## src/tli_pkg.sv

```systemverilog
`default_nettype none
package tli_pkg;

  localparam int BP_W  = 16;
  localparam int VAL_W = 32;
  localparam int WT_W  = 17;
  localparam int CNT_W = 9;

  localparam logic [WT_W-1:0] HALF_WEIGHT = 17'd32768;
  localparam logic [WT_W-1:0] ONE_WEIGHT  = 17'd65536;

  localparam logic CMD_WRITE = 1'b0;
  localparam logic CMD_QUERY = 1'b1;

  typedef struct packed {
    logic [BP_W-1:0]  bp;
    logic [VAL_W-1:0] val;
  } entry_t;

  typedef enum logic [2:0] {
    S_IDLE,
    S_FIRST,
    S_LAST,
    S_SCAN,
    S_DIV,
    S_BLEND,
    S_OUT
  } state_t;

endpackage
`default_nettype wire

```

## src/tli_blend.sv

```systemverilog
`default_nettype none
module tli_blend (
  input  logic                            clk,
  input  logic                            rst,
  input  logic                            go,
  input  logic signed [tli_pkg::VAL_W-1:0] v_lo,
  input  logic signed [tli_pkg::VAL_W-1:0] v_hi,
  input  logic [tli_pkg::WT_W-1:0]         weight,
  output logic                            done,
  output logic signed [tli_pkg::VAL_W-1:0] result
);
  import tli_pkg::*;

  localparam int DIFF_W = VAL_W + 1;
  localparam int PROD_W = DIFF_W + WT_W + 1;

  logic signed [DIFF_W-1:0] diff;
  logic signed [WT_W:0]     w_s;
  logic signed [PROD_W-1:0] prod;
  logic signed [VAL_W-1:0]  v_lo_q;
  logic                     stage1;

  // vl*(1-w) + vh*w == vl + (vh - vl)*w, floor taken by the arithmetic shift
  always_comb begin
    diff = {v_hi[VAL_W-1], v_hi} - {v_lo[VAL_W-1], v_lo};
    w_s  = signed'({1'b0, weight});
  end

  always_ff @(posedge clk) begin
    if (rst) begin
      stage1 <= 1'b0;
      done   <= 1'b0;
    end else begin
      stage1 <= go;
      done   <= stage1;
    end
  end

  always_ff @(posedge clk) begin
    if (go) begin
      prod   <= diff * w_s;
      v_lo_q <= v_lo;
    end
    if (stage1) begin
      result <= v_lo_q + signed'(prod[VAL_W+15:16]);
    end
  end

endmodule
`default_nettype wire

```

## config.mk

```make
export PLATFORM = sky130hd
export DESIGN_NAME = tli_blend
export DESIGN_NICKNAME = d
export VERILOG_FILES = /design/src/tli_pkg.sv /design/src/tli_blend.sv
export SDC_FILE = /design/constraint.sdc
export NUM_CORES = 2
export LEC_CHECK = 0
export ABC_AREA = 1
export BUFFER_PORTS_ARGS = -buffer_cell sky130_fd_sc_hd__buf_4
export CELL_PAD_IN_SITES_DETAIL_PLACEMENT = 1
export CELL_PAD_IN_SITES_GLOBAL_PLACEMENT = 2
export CORE_MARGIN = 2
export CORE_UTILIZATION = 40
export CTS_BUF_LIST = sky130_fd_sc_hd__clkbuf_16
export DETAILED_ROUTE_END_ITERATION = 8
export GPL_ROUTABILITY_DRIVEN = 0
export PLACE_DENSITY_LB_ADDON = 0.3
export SYNTH_ARGS = -nofsm -noshare
export SYNTH_HDL_FRONTEND = slang
export SYNTH_SLANG_ARGS = --single-unit
```

## constraint.sdc

```tcl
create_clock -name clk -period 10.3 [get_ports clk]
set_clock_uncertainty 0.1 [all_clocks]
set_input_delay 2.06 -clock clk [delete_from_list [all_inputs] [get_ports clk]]
set_output_delay 2.06 -clock clk [all_outputs]
set_load 0.1 [all_outputs]
```

# Word-level counts from Yosys, hierarchy flattened
# Cells that the tools add are included.
dict set report word_totals {
  ff_bits 114
  input_bits 84
  output_inout_bits 33
  word_cells 8
}
dict set report op_classes {
  addsub 2
  n_mul 1
}
# cell n
set op_table {}
lappend op_table {{multiplier 33 x 18 -> 48 bit} 1}
lappend op_table {{subtractor 32 x 32 -> 33 bit} 1}
lappend op_table {{adder 32 bit} 1}

# Depth between registers and ports, before layout
dict set report logic_depth {
  word_depth 2
  ltp_mapped 41
  mapped_depth_nobuf 40
}

# Least setup slack after synthesis
# OpenSTA, ideal clock, no wires.
dict set report synth_timing {
  path_kind {input port to flip-flop}
  startpoint {input v_hi[0] (netlist bit)}
  endpoint {register prod[46] (data pin)}
  setup_time_ns 0.258
  arrival_ns 8.490
  t_required_ns 9.942
  setup_slack_ns 1.451
  path_stages 34
  n_path_buf 1
  cell_sequence {inv_1 ha_1 fa_1 inv_1 nand2_1 nand2_1 nand3_1 nand2_1 nand2_1 nand2_2 nand2_1 nand3_1 nand2_1 buf_2 nor2_1 inv_1 fa_1 inv_1 fa_1 fa_1 fa_1 fa_1 inv_1 fa_1 inv_1 ha_1 nand2_1 nor2_1 inv_1 nor4_1 nand3_1 nand3_1 a21oi_1 xnor2_1}
}
dict set report synth_via {
  elab_chain_cells 2
}
# item line_no
set synth_lines {}
lappend synth_lines {{start: declaration} tli_blend.sv:7} ;# input logic signed [tli_pkg::VAL_W-1:0] v_hi,
lappend synth_lines {{subtractor 32 x 32 -> 33 bit} tli_blend.sv:25} ;# diff = {v_hi[VAL_W-1], v_hi} - {v_lo[VAL_W-1], v_lo};
lappend synth_lines {{multiplier 33 x 18 -> 48 bit} tli_blend.sv:41} ;# prod <= diff * w_s;
lappend synth_lines {{end signal: assignment} tli_blend.sv:41}
lappend synth_lines {{end: declaration} tli_blend.sv:19} ;# logic signed [PROD_W-1:0] prod;
# Every way passes these cells.
# A chain may end at the register's enable or synchronous reset.

# Worst setup path in the final report
dict set report layout_timing {
  startpoint {input v_lo[7] (netlist bit)}
  endpoint {register prod[30] (data pin)}
}
dict set report layout_via {
  elab_chain_cells 2
}
# item line_no
set layout_lines {}
lappend layout_lines {{start: declaration} tli_blend.sv:6} ;# input logic signed [tli_pkg::VAL_W-1:0] v_lo,
lappend layout_lines {{subtractor 32 x 32 -> 33 bit} tli_blend.sv:25}
lappend layout_lines {{multiplier 33 x 18 -> 48 bit} tli_blend.sv:41}
# Every way passes these cells.

==> results.md <==
* Status: finished, final reports clean
* Worst-Margin Slew at around 1000 ps
* WL final at 90.7 mm
* # IOs at about 120
* Yosys warns at 0
* First-pass GRT wire length at between 100 and 150 mm
* R2r worst-path depth at 15
* Synthesized flop and latch total at around 100
* Cell family with most CP delay: adder cells
* Initial Util at between 40% and 50%
* FMAX at between 0.1 and 0.15 GHz
* Longest Clk Path Bufs at 2
* Post-route cell area at 28300 um^2
* Root Driver: clkbuf_16
* CP Launch Type: input pin
* Asr flop ratio synth at 0%
* Endpoints failing hold at 0
* Critical path capture point type: flop
* EDFF count, synth at 96
* Die area at 66000 um^2
* Reg-to-reg critical path startpoint: v_lo_q[0]$_DFFE_PP_
* Hold buffer count at CTS at 0
* Required time of the critical path at just over 10000 ps
* Placed inst area at 28000 um^2
* Die X at between 200 and 300 um
* Post-layout min period at 9870 ps
* Post-DRT Antenna Nets at 0
* # diodes at 0
* CP dominant cell by count: inv_1
* Final Cycle Share at a little over nine tenths
* R2r endpoint: result[26]$_DFFE_PP_
* Largest net degree at the start of global routing at 66
* CTS Buf Count at 9
* Via/cell ratio at roughly 5.1
* Main flop type after synthesis: edfxtp_1
* Tightest Hold Check Type: reg -> reg
* Reg2reg setup slack at roughly 7300 ps
* CP peak stage delay at 680 ps
* CTS tree: done
* Largest area contributor in the netlist: fa_1
* Starting DRT DRC Count at between 1000 and 1500
* Final-report max-slew violation count at 0
* Initial antenna violation count at 0
* Slew HR at around 31%
* Nets@finish at 4077
* Sequential element share of the synthesized area at 11.4%
* Hold slack at ~500 ps
* I/O Buffers at 116
* Core footprint at roughly 63000 um^2
* Synth Instances at ~3200
* Dpl ws at -349 ps
* CP max FO at 6
* # DRC at 0
* Leading post-synthesis cells by cell area: fa_1, inv_1, edfxtp_1
* Mean Syn Cell Area at 8.11 um^2
* WP buf/inv at 10
* Syn Nets at 3927
* Synth Cell Area at roughly 26000 um^2
* DR vias at ~21000
* Met2 WL at 44.2 mm
* Site Rows at between 90 and 100
* First-pass DRT Iterations at 5
* Wire per inst at between 20 and 25 um
* Endpoints failing setup at 0
* CP arrival at 9890 ps
* Max-cap violation count at 0
* Top sig layer: met4
* Min-delay src: prod[16]$_DFFE_PP_
* Routed wl met3 at 5.00 mm
* Worst Path Class, Setup: in -> reg
* Number of H-tree levels at 3
* Vias in the first global route at 24282
* Total GRT Usage at between 20% and 30%
* Clock latency at the later pin of the worst-skew pair at roughly 360 ps
* Total clock sinks at between 90 and 100
* WL met1 at 38.9 mm
* TNS Setup at 0 ps
* WHS Endpoint: result[0]$_DFFE_PP_
* Clock transition at the registers of the reported paths at about 70 ps
* Die Ht at 257 um
* Post-synth cell types at 46
* Setup slack after layout at approximately 430 ps
* Hold path depth at 1
* Remaining Overflow, GRT at 0
* Synth-to-Final Area Change at 10.6%
* Yosys top cell area share at approximately two fifths
* RSZ-0062 raised after global routing: false
* Layout cells sized above 1 at between 8 and 9%
* Slowest CP cell: xor2_1
* Hpwl dp at between 70 and 80 mm
cells in the mapped netlist, types with 4 or more instances:
master	n
nor3_1	16
nand2_2	8
o21bai_1	14
or2_2	35
o21ai_0	53
a21boi_0	8
a31oi_1	9
ha_1	173
a21oi_1	106
fa_1	516
xnor2_1	24
buf_2	11
o21ai_1	4
nand4_1	9
inv_1	826
clkinv_1	5
nor4_1	9
clkbuf_1	60
a21o_1	16
xor2_1	56
o211ai_1	4
or2_1	5
nand3_1	98
nand2_1	532
a211oi_1	6
edfxtp_1	96
nor2_1	426
routing by layer:
layer,vias to the layer above,GRT usage [%]
met5,-,0
met4,0,7.49
met3,135,3.69
met2,590,48.8
met1,11052,37.1
li1,9582,-
worst register-to-register path, delay by kind of cell, from the launching register on:
kind	cells	cell delay (ps)
flops	1	380
compound gates	1	490
fa+ha+maj	2	580
buf+inv	1	50
simple gates	10	1130
xor+xnor	1	60
cell families after synthesis:
kind of cell / after synthesis / synth area share [%]
compound gates: 232 / 5.26
xor+xnor: 83 / 2.93
fa+ha+maj: 689 / 48.9
buf+inv: 910 / 13.5
flops: 98 / 11.4
simple gates: 1142 / 18.0
area by class of cell:
class,count,area (um^2)
Sequential cell,98,2920
Timing Repair Buffer,217,1670
Clock buffer,9,225
Clock inverter,7,75.1
Fill cell,7647,34900
Multi-Input combinational cell,2146,19200
Tap cell,846,1060
Inverter,832,3130
worst max path at each step:
stage / startpoint / end / slack (ps) / cells after the start
after global routing: v_lo[7] / prod[30]$_DFFE_PP_ / 20 / 33
final: v_lo[7] / prod[30]$_DFFE_PP_ / 430 / 33
after global placement: v_lo[7] / prod[30]$_DFFE_PP_ / -170 / 34
after floorplan: v_hi[0] / prod[46]$_DFFE_PP_ / 1450 / 34
after detailed placement: v_lo[7] / prod[30]$_DFFE_PP_ / -350 / 34
after CTS: v_lo[7] / prod[30]$_DFFE_PP_ / 10 / 34
metrics by stage:
stage,instances,utilization [%]
global route,4155,44.7
finish,4155,44.7
floorplan,3154,-
CTS,4154,44.7
global placement,4138,44.2
detailed placement,4138,44.2
placed cells by master (no fill, tap or decap), drive strengths merged, types with 3 or more instances in the layout:
master and count:
a211oi 6, a21boi 8, a21o 16, a21oi 107
a31oi 9, buf 217, clkbuf 9, clkinv 6
clkinvlp 3, edfxtp 96, fa 516, ha 173
inv 829, nand2 540, nand3 98, nand4 9
nor2 426, nor3 16, nor4 9, o211ai 4
o21ai 58, o21bai 16, or2 40, xnor2 26
xor2 57
state kept, by name, indices dropped and copies added, names as in the netlist:
| register | flops |
|---|---|
| stage1 | 1 |
| v_lo_q | 32 |
| result | 32 |
| prod | 32 |
| done | 1 |
timing repair:
action | 4_1_cts | 5_1_grt
gates resized for setup | 0 | 4
endpoints found under the setup margin | 0 | 2
buffers inserted | 0 | 1
Power is left out: the tool's default activity adds up to more than one toggle a clock period on the data nets, which glitch-free logic cannot reach.
