[src/tli_pkg.sv]
`default_nettype none
package tli_pkg;

  localparam int BP_W  = 16;
  localparam int VAL_W = 32;
  localparam int WT_W  = 17;
  localparam int CNT_W = 9;

  localparam logic [WT_W-1:0] HALF_WEIGHT = 17'd32768;
  localparam logic [WT_W-1:0] ONE_WEIGHT  = 17'd65536;

  localparam logic CMD_WRITE = 1'b0;
  localparam logic CMD_QUERY = 1'b1;

  typedef struct packed {
    logic [BP_W-1:0]  bp;
    logic [VAL_W-1:0] val;
  } entry_t;

  typedef enum logic [2:0] {
    S_IDLE,
    S_FIRST,
    S_LAST,
    S_SCAN,
    S_DIV,
    S_BLEND,
    S_OUT
  } state_t;

endpackage
`default_nettype wire

[src/tli_div.sv]
`default_nettype none
module tli_div (
  input  logic                    clk,
  input  logic                    rst,
  input  logic                    go,
  input  logic [tli_pkg::BP_W-1:0] num,
  input  logic [tli_pkg::BP_W-1:0] den,
  output logic                    done,
  output logic [tli_pkg::BP_W-1:0] quot
);
  import tli_pkg::*;

  localparam int STEP_W = $clog2(BP_W + 1);

  logic              busy;
  logic [STEP_W-1:0] steps;
  logic [BP_W-1:0]   rem;
  logic [BP_W-1:0]   den_q;
  logic [BP_W:0]     trial;
  logic [BP_W:0]     diff;
  logic              geq;

  // restoring division of (num << 16) by den, one quotient bit per cycle
  always_comb begin
    trial = {rem, 1'b0};
    diff  = trial - {1'b0, den_q};
    geq   = trial >= {1'b0, den_q};
  end

  always_ff @(posedge clk) begin
    if (rst) begin
      busy  <= 1'b0;
      done  <= 1'b0;
      steps <= '0;
    end else begin
      done <= 1'b0;
      if (go) begin
        busy  <= 1'b1;
        steps <= STEP_W'(BP_W);
      end else if (busy) begin
        steps <= steps - STEP_W'(1);
        if (steps == STEP_W'(1)) begin
          busy <= 1'b0;
          done <= 1'b1;
        end
      end
    end
  end

  always_ff @(posedge clk) begin
    if (go) begin
      rem   <= num;
      den_q <= den;
      quot  <= '0;
    end else if (busy) begin
      rem  <= geq ? diff[BP_W-1:0] : trial[BP_W-1:0];
      quot <= {quot[BP_W-2:0], geq};
    end
  end

endmodule
`default_nettype wire

[config.mk]
export PLATFORM = sky130hd
export DESIGN_NAME = tli_div
export DESIGN_NICKNAME = d
export VERILOG_FILES = /design/src/tli_pkg.sv /design/src/tli_div.sv
export SDC_FILE = /design/constraint.sdc
export NUM_CORES = 1
export LEC_CHECK = 0
export BUFFER_PORTS_ARGS = -buffer_cell sky130_fd_sc_hd__buf_2
export CORE_MARGIN = 1.5
export CORE_UTILIZATION = 56
export CTS_CLUSTER_DIAMETER = 50
export DETAILED_ROUTE_END_ITERATION = 10
export HOLD_SLACK_MARGIN = 0.08
export MAX_ROUTING_LAYER = met4
export PLACE_DENSITY = 0.79
export SYNTH_ARGS = -nofsm -noshare
export SYNTH_HDL_FRONTEND = slang
export SYNTH_SLANG_ARGS = --single-unit
[constraint.sdc]
create_clock -name clk -period 2.7 [get_ports clk]
set_clock_uncertainty 0.15 [all_clocks]
set_input_delay 0.27 -clock clk [delete_from_list [all_inputs] [get_ports clk]]
set_output_delay 0.27 -clock clk [all_outputs]
set_load 0.01 [all_outputs]
* After elaboration in Yosys (flattened, before gate mapping) *
Index checks and enable logic that the tools add are counted.

word-level totals
  register bits = 55
  bits in writable memories = 0
  bits in latches = 0
  ROM bits = 0
  memories kept = 0

operators by class
  muxes and demuxes = 9
  multipliers = 0
  reductions and logical operators = 3
  shift operators = 0
  add/subtract/negate cells = 2
  eq/ne operators = 1
  divide/modulo/power cells = 0
  bitwise operators = 1
  magnitude comparators = 1

operator list
  cell                                                                 count
  16-bit 2-to-1 mux                                                    3
  17-bit by 16-bit >= comparator with 1-bit output                     1
  16-bit subtractor                                                    1
  5-bit 2-to-1 mux                                                     2
  5-bit by 1-bit == test with 1-bit output (second input constant)     1
  5-bit by 1-bit subtractor with 5-bit output (second input constant)  1
  1-bit 2-to-1 mux                                                     4
  3-bit OR reduction                                                   1
  2-bit nonzero test                                                   1
  2-bit OR reduction                                                   1
  1-bit inverter                                                       1

* Depth between registers and ports, before layout *
  depth after elaboration = 4
  mapped depth = 9

* Worst setup path before layout *
No wires, ideal clock.

  path type = register to register
  start point = reg rem[0]
  end point = reg rem[4] (data pin)
  slack = 0.219 ns
  path buffers = 1
  data required time = 2.289 ns
  stages on the path, launching flop included = 9
  data arrival time = 2.070 ns
  path through = edfxtp_1 > ha_1 > nor2b_1 > o31a_1 > a21o_1 > o21ai_2 > buf_2 > a21oi_1 > a311o_1

on the way
  cells in the longest elaborated chain, start to end = 4
  elaborated cells on any way between the ends = 5

ends and longest elaborated chain
  what                                                                                          RTL line                      RTL
  from (decl)                                                                                   tli_div.sv:17                 logic [BP_W-1:0] rem;
  from (signal assigned)                                                                        tli_div.sv:52                 rem <= num;
  from (signal assigned)                                                                        tli_div.sv:56                 rem <= geq ? diff[BP_W-1:0] : trial[BP_W-1:0];
  16-bit subtractor / 17-bit by 16-bit >= comparator with 1-bit output (equally long branches)  tli_div.sv:26, tli_div.sv:27
  16-bit 2-to-1 mux (*)                                                                         tli_div.sv:56
  16-bit 2-to-1 mux (*)                                                                         tli_div.sv:55                 end else if (busy) begin
  16-bit 2-to-1 mux (*)                                                                         tli_div.sv:51                 if (go) begin

Mark *: on every way between the ends. The rest lies on a longest branch, timed or not. The select of a mux whose other input is x is not followed.
A chain may end at the register's enable or synchronous reset.

* Worst setup path in the final report *
  start point = reg rem[7]
  end point = reg rem[10] (data pin)

Same word-level chain as after synthesis.

==> out/qor.csv <==
stage,metric,value,unit
job,Max Cap Violations,0,
floorplan,die width,78.1,um
synthesis,top post-synthesis cells by count,"edfxtp_1, nor2_1, dfxtp_1, inv_1, ha_1",
critical_path,critical path startpoint category,flip-flop,
clocking,cts bufs inserted,5,
critical_path,CP endpoint kind,flip-flop,
critical_path,critical path type,reg -> reg,
layout,Register Area,1420,um2
status,status,completed,
clocking,Sink Count,55,
critical_path,R2R Setup Slk,0.09,ns
pwr,Int Pwr,0.00181,W
critical_path,r2r endpoint,rem[10],
clocking,clk_lat worst skew,0.32,ns
synthesis,share of the synthesized area in the top cell type,30.4,%
layout,share of layout cells above drive strength 1,24.2,%
critical_path,RR Startpoint,rem[7],
drt,Vias/cell,5.68,
synthesis,Area contributors post-synth,"edfxtp_1, dfxtp_1, ha_1",
synthesis,mapped cell area,3160,um2
drt,DRT iter0 DRCs,182,
layout,nets,458,
timing,"Setup violations, final",0,
placement,Post-Place Setup Slack,0.0410,ns
clocking,clock transition at the registers of the reported paths,0.11,ns
layout,Multi-input gate area,1630,um2
pwr,peak supply drop,0.424,mV
pwr,combinational power share,45.3,%
layout,# fillers,419,
synthesis,share of flip-flops with an asynchronous set or reset,0,%
layout,post-layout utilization of the core,72.3,%
synthesis,#FFs+latches synth,55,
synthesis,post-synthesis sequential area ratio,45.0,%
min_path,hold path depth,2,
clocking,CTS tree,built,
global_route,gr usage total,24.8,%
global_route,initial antenna violation count,0,
timing,fin. max-slew vios,0,
drt,DR DRC count,0,
timing,Least-Margin Pin Slew,0.622,ns
critical_path,Critical Path RT,2.61,ns
timing,final worst slack,0.0871,ns
floorplan,num rows,27,
placement,HPWL after detailed placement,5070,um
min_path,worst min path class,in -> reg,
synthesis,Post-synth EDFFs,32,
floorplan,Initial Utilization,57.8,%
global_route,pin count of the biggest net entering global routing,63,
layout,area grow syn2layout,25.2,%
critical_path,Critical Path Start,rem[7],
global_route,first-pass GRT wire length,11700,um
drt,final WL,7270,um
pwr,Switching Fraction,36.5,%
synthesis,"Primary FF master, synth",edfxtp_1,
drt,Routed wire per std cell,15.2,um
floorplan,io pins,52,
clocking,clock tree buffer depth,2,
timing,crit share post-route,96.8,%
floorplan,core box area,5470,um2
placement,dpl cell area,3670,um2
synthesis,Mean Syn Cell Area,10.1,um2
synthesis,library cells used by synthesis,56,
placement,IO Port Bufs,51,
layout,antenna cells,0,
drt,DRT antenna net count,0,
synthesis,Synth Warn #,0,
global_route,total global routing overflow,0,
drt,via count,2709,
critical_path,worst reg2reg path depth,8,
critical_path,Critical Path End,rem[10],
clocking,Post-CTS Setup Repair Bufs,0,
pwr,total net switching power,0.00104,W
timing,maximum clock frequency,383,MHz
synthesis,leading area contributor after synthesis,edfxtp_1,
floorplan,total die area,6100,um2
layout,design area,3960,um2
critical_path,Worst Path Arrival,2.53,ns
clocking,clock root buffer,clkbuf_8,
synthesis,Mapped Cells,313,
floorplan,die height,78.1,um
placement,RD Place Congestion,0.998,
critical_path,top fanout value on the critical path,7,
pwr,sequential power share,37.8,%
clocking,htree depth,2,
timing,Tmin final,2.61,ns
timing,Min Hold Slack,0.109,ns
pwr,Pwr Density,720,nW/um2
pwr,Leak,1.72,nW
pwr,Clk pwr share,17.0,%
synthesis,syn nets,367,
timing,Hold Fails Final Rpt,0,
drt,TritonRoute pass-1 iters,4,
timing,Rel. slew slack,58.1,%
global_route,vias in the first global route,2507,
synthesis,"count leader, synth",edfxtp_1,
timing,Setup TNS,0,ns
how the worst min path moves through the flow:
stage | to | slack [ns] | from
6_report | rem[12] | 0.11 | num[12]
5_1_grt | rem[12] | 0.09 | num[12]
4_1_cts | rem[0] | 0.1 | num[0]
3_5_place_dp | den_q[0] | 0.30 | den[0]
3_3_place_gp | den_q[2] | 0.30 | den[2]
2_1_floorplan | steps[4] | 0.19 | rst
sequential cells by signal (all words and copies together) (netlist names):
register and count:
rem 16, busy 1, den_q 16, done 1, quot 16, steps 5
metal layers:
metal | track usage [%] | wire (um)
met1 | 33.4 | 3300
met2 | 39.3 | 3450
met3 | 4.30 | 449
met4 | 5.89 | 70
met5 | - | 0
cell type report:
class / instances / area share (%)
Multi-Input combinational cell: 224 / 41.1
Tap cell: 72 / 2.28
Clock buffer: 5 / 1.74
Inverter: 24 / 2.28
Sequential cell: 55 / 35.9
Timing Repair Buffer: 94 / 16.0
Clock inverter: 3 / 0.664
stage by stage:
step | total power, W | instances
finish | 0.00285 | 477
detailed placement | 0.00233 | 452
floorplan | 0.00193 | 313
global placement | 0.00231 | 452
global route | 0.00303 | 477
CTS | 0.00283 | 477
cell families (layout without fill, tap and decap cells):
kind of cell	count (synthesis)	in the layout	synth area share, %
AO/OA/AOI/OAI	82	82	19.0
buffers and inverters	34	126	4.12
AND/OR/NAND/NOR	94	94	15.6
adder cells (fa/ha/maj)	19	19	7.76
multiplexers	15	15	4.75
flip-flops	55	55	45.0
XOR/XNOR	14	14	3.88
worst max-delay path: stages, from the launching register on:
cell and delay (ns):
edfxtp_1 0.43, ha_1 0.37, and2_1 0.19, and3_1 0.20, a31oi_1 0.23, o21ai_1 0.15
nor2_2 0.36, buf_4 0.20, o31ai_1 0.08
power groups by stage:
| stage | Combinational [W] | Sequential (W) | Clock (W) |
|---|---|---|---|
| final | 0.00129 | 0.00108 | 0.000483 |
| after global routing | 0.00141 | 0.00109 | 0.000531 |
| after CTS | 0.00126 | 0.00108 | 0.000499 |
| after detailed placement | 0.00123 | 0.00110 | 0 |
| after global placement | 0.00122 | 0.00109 | 0 |
| after floorplan | 0.000852 | 0.00108 | 0 |
cell usage in the layout (no fill, tap or decap), types with 8 or more instances in the layout:
master	Yosys	final
buf_4	0	25
and2_1	8	8
nor2_1	29	29
edfxtp_1	32	32
a21oi_1	13	13
inv_1	23	23
xnor2_1	10	10
nor3_1	12	12
ha_1	18	16
mux2i_1	15	15
buf_2	2	51
dlygate4sd3_1	0	17
o21ai_0	17	17
dfxtp_1	23	23
nand2_1	12	12
timing repair:
action                     4_1_cts  5_1_grt
setup endpoints to repair        0        3
resized for setup                0        5
hold endpoints to repair        23        0
hold buffers                    17        0
No activity file was read; power rests on OpenSTA's default activity.
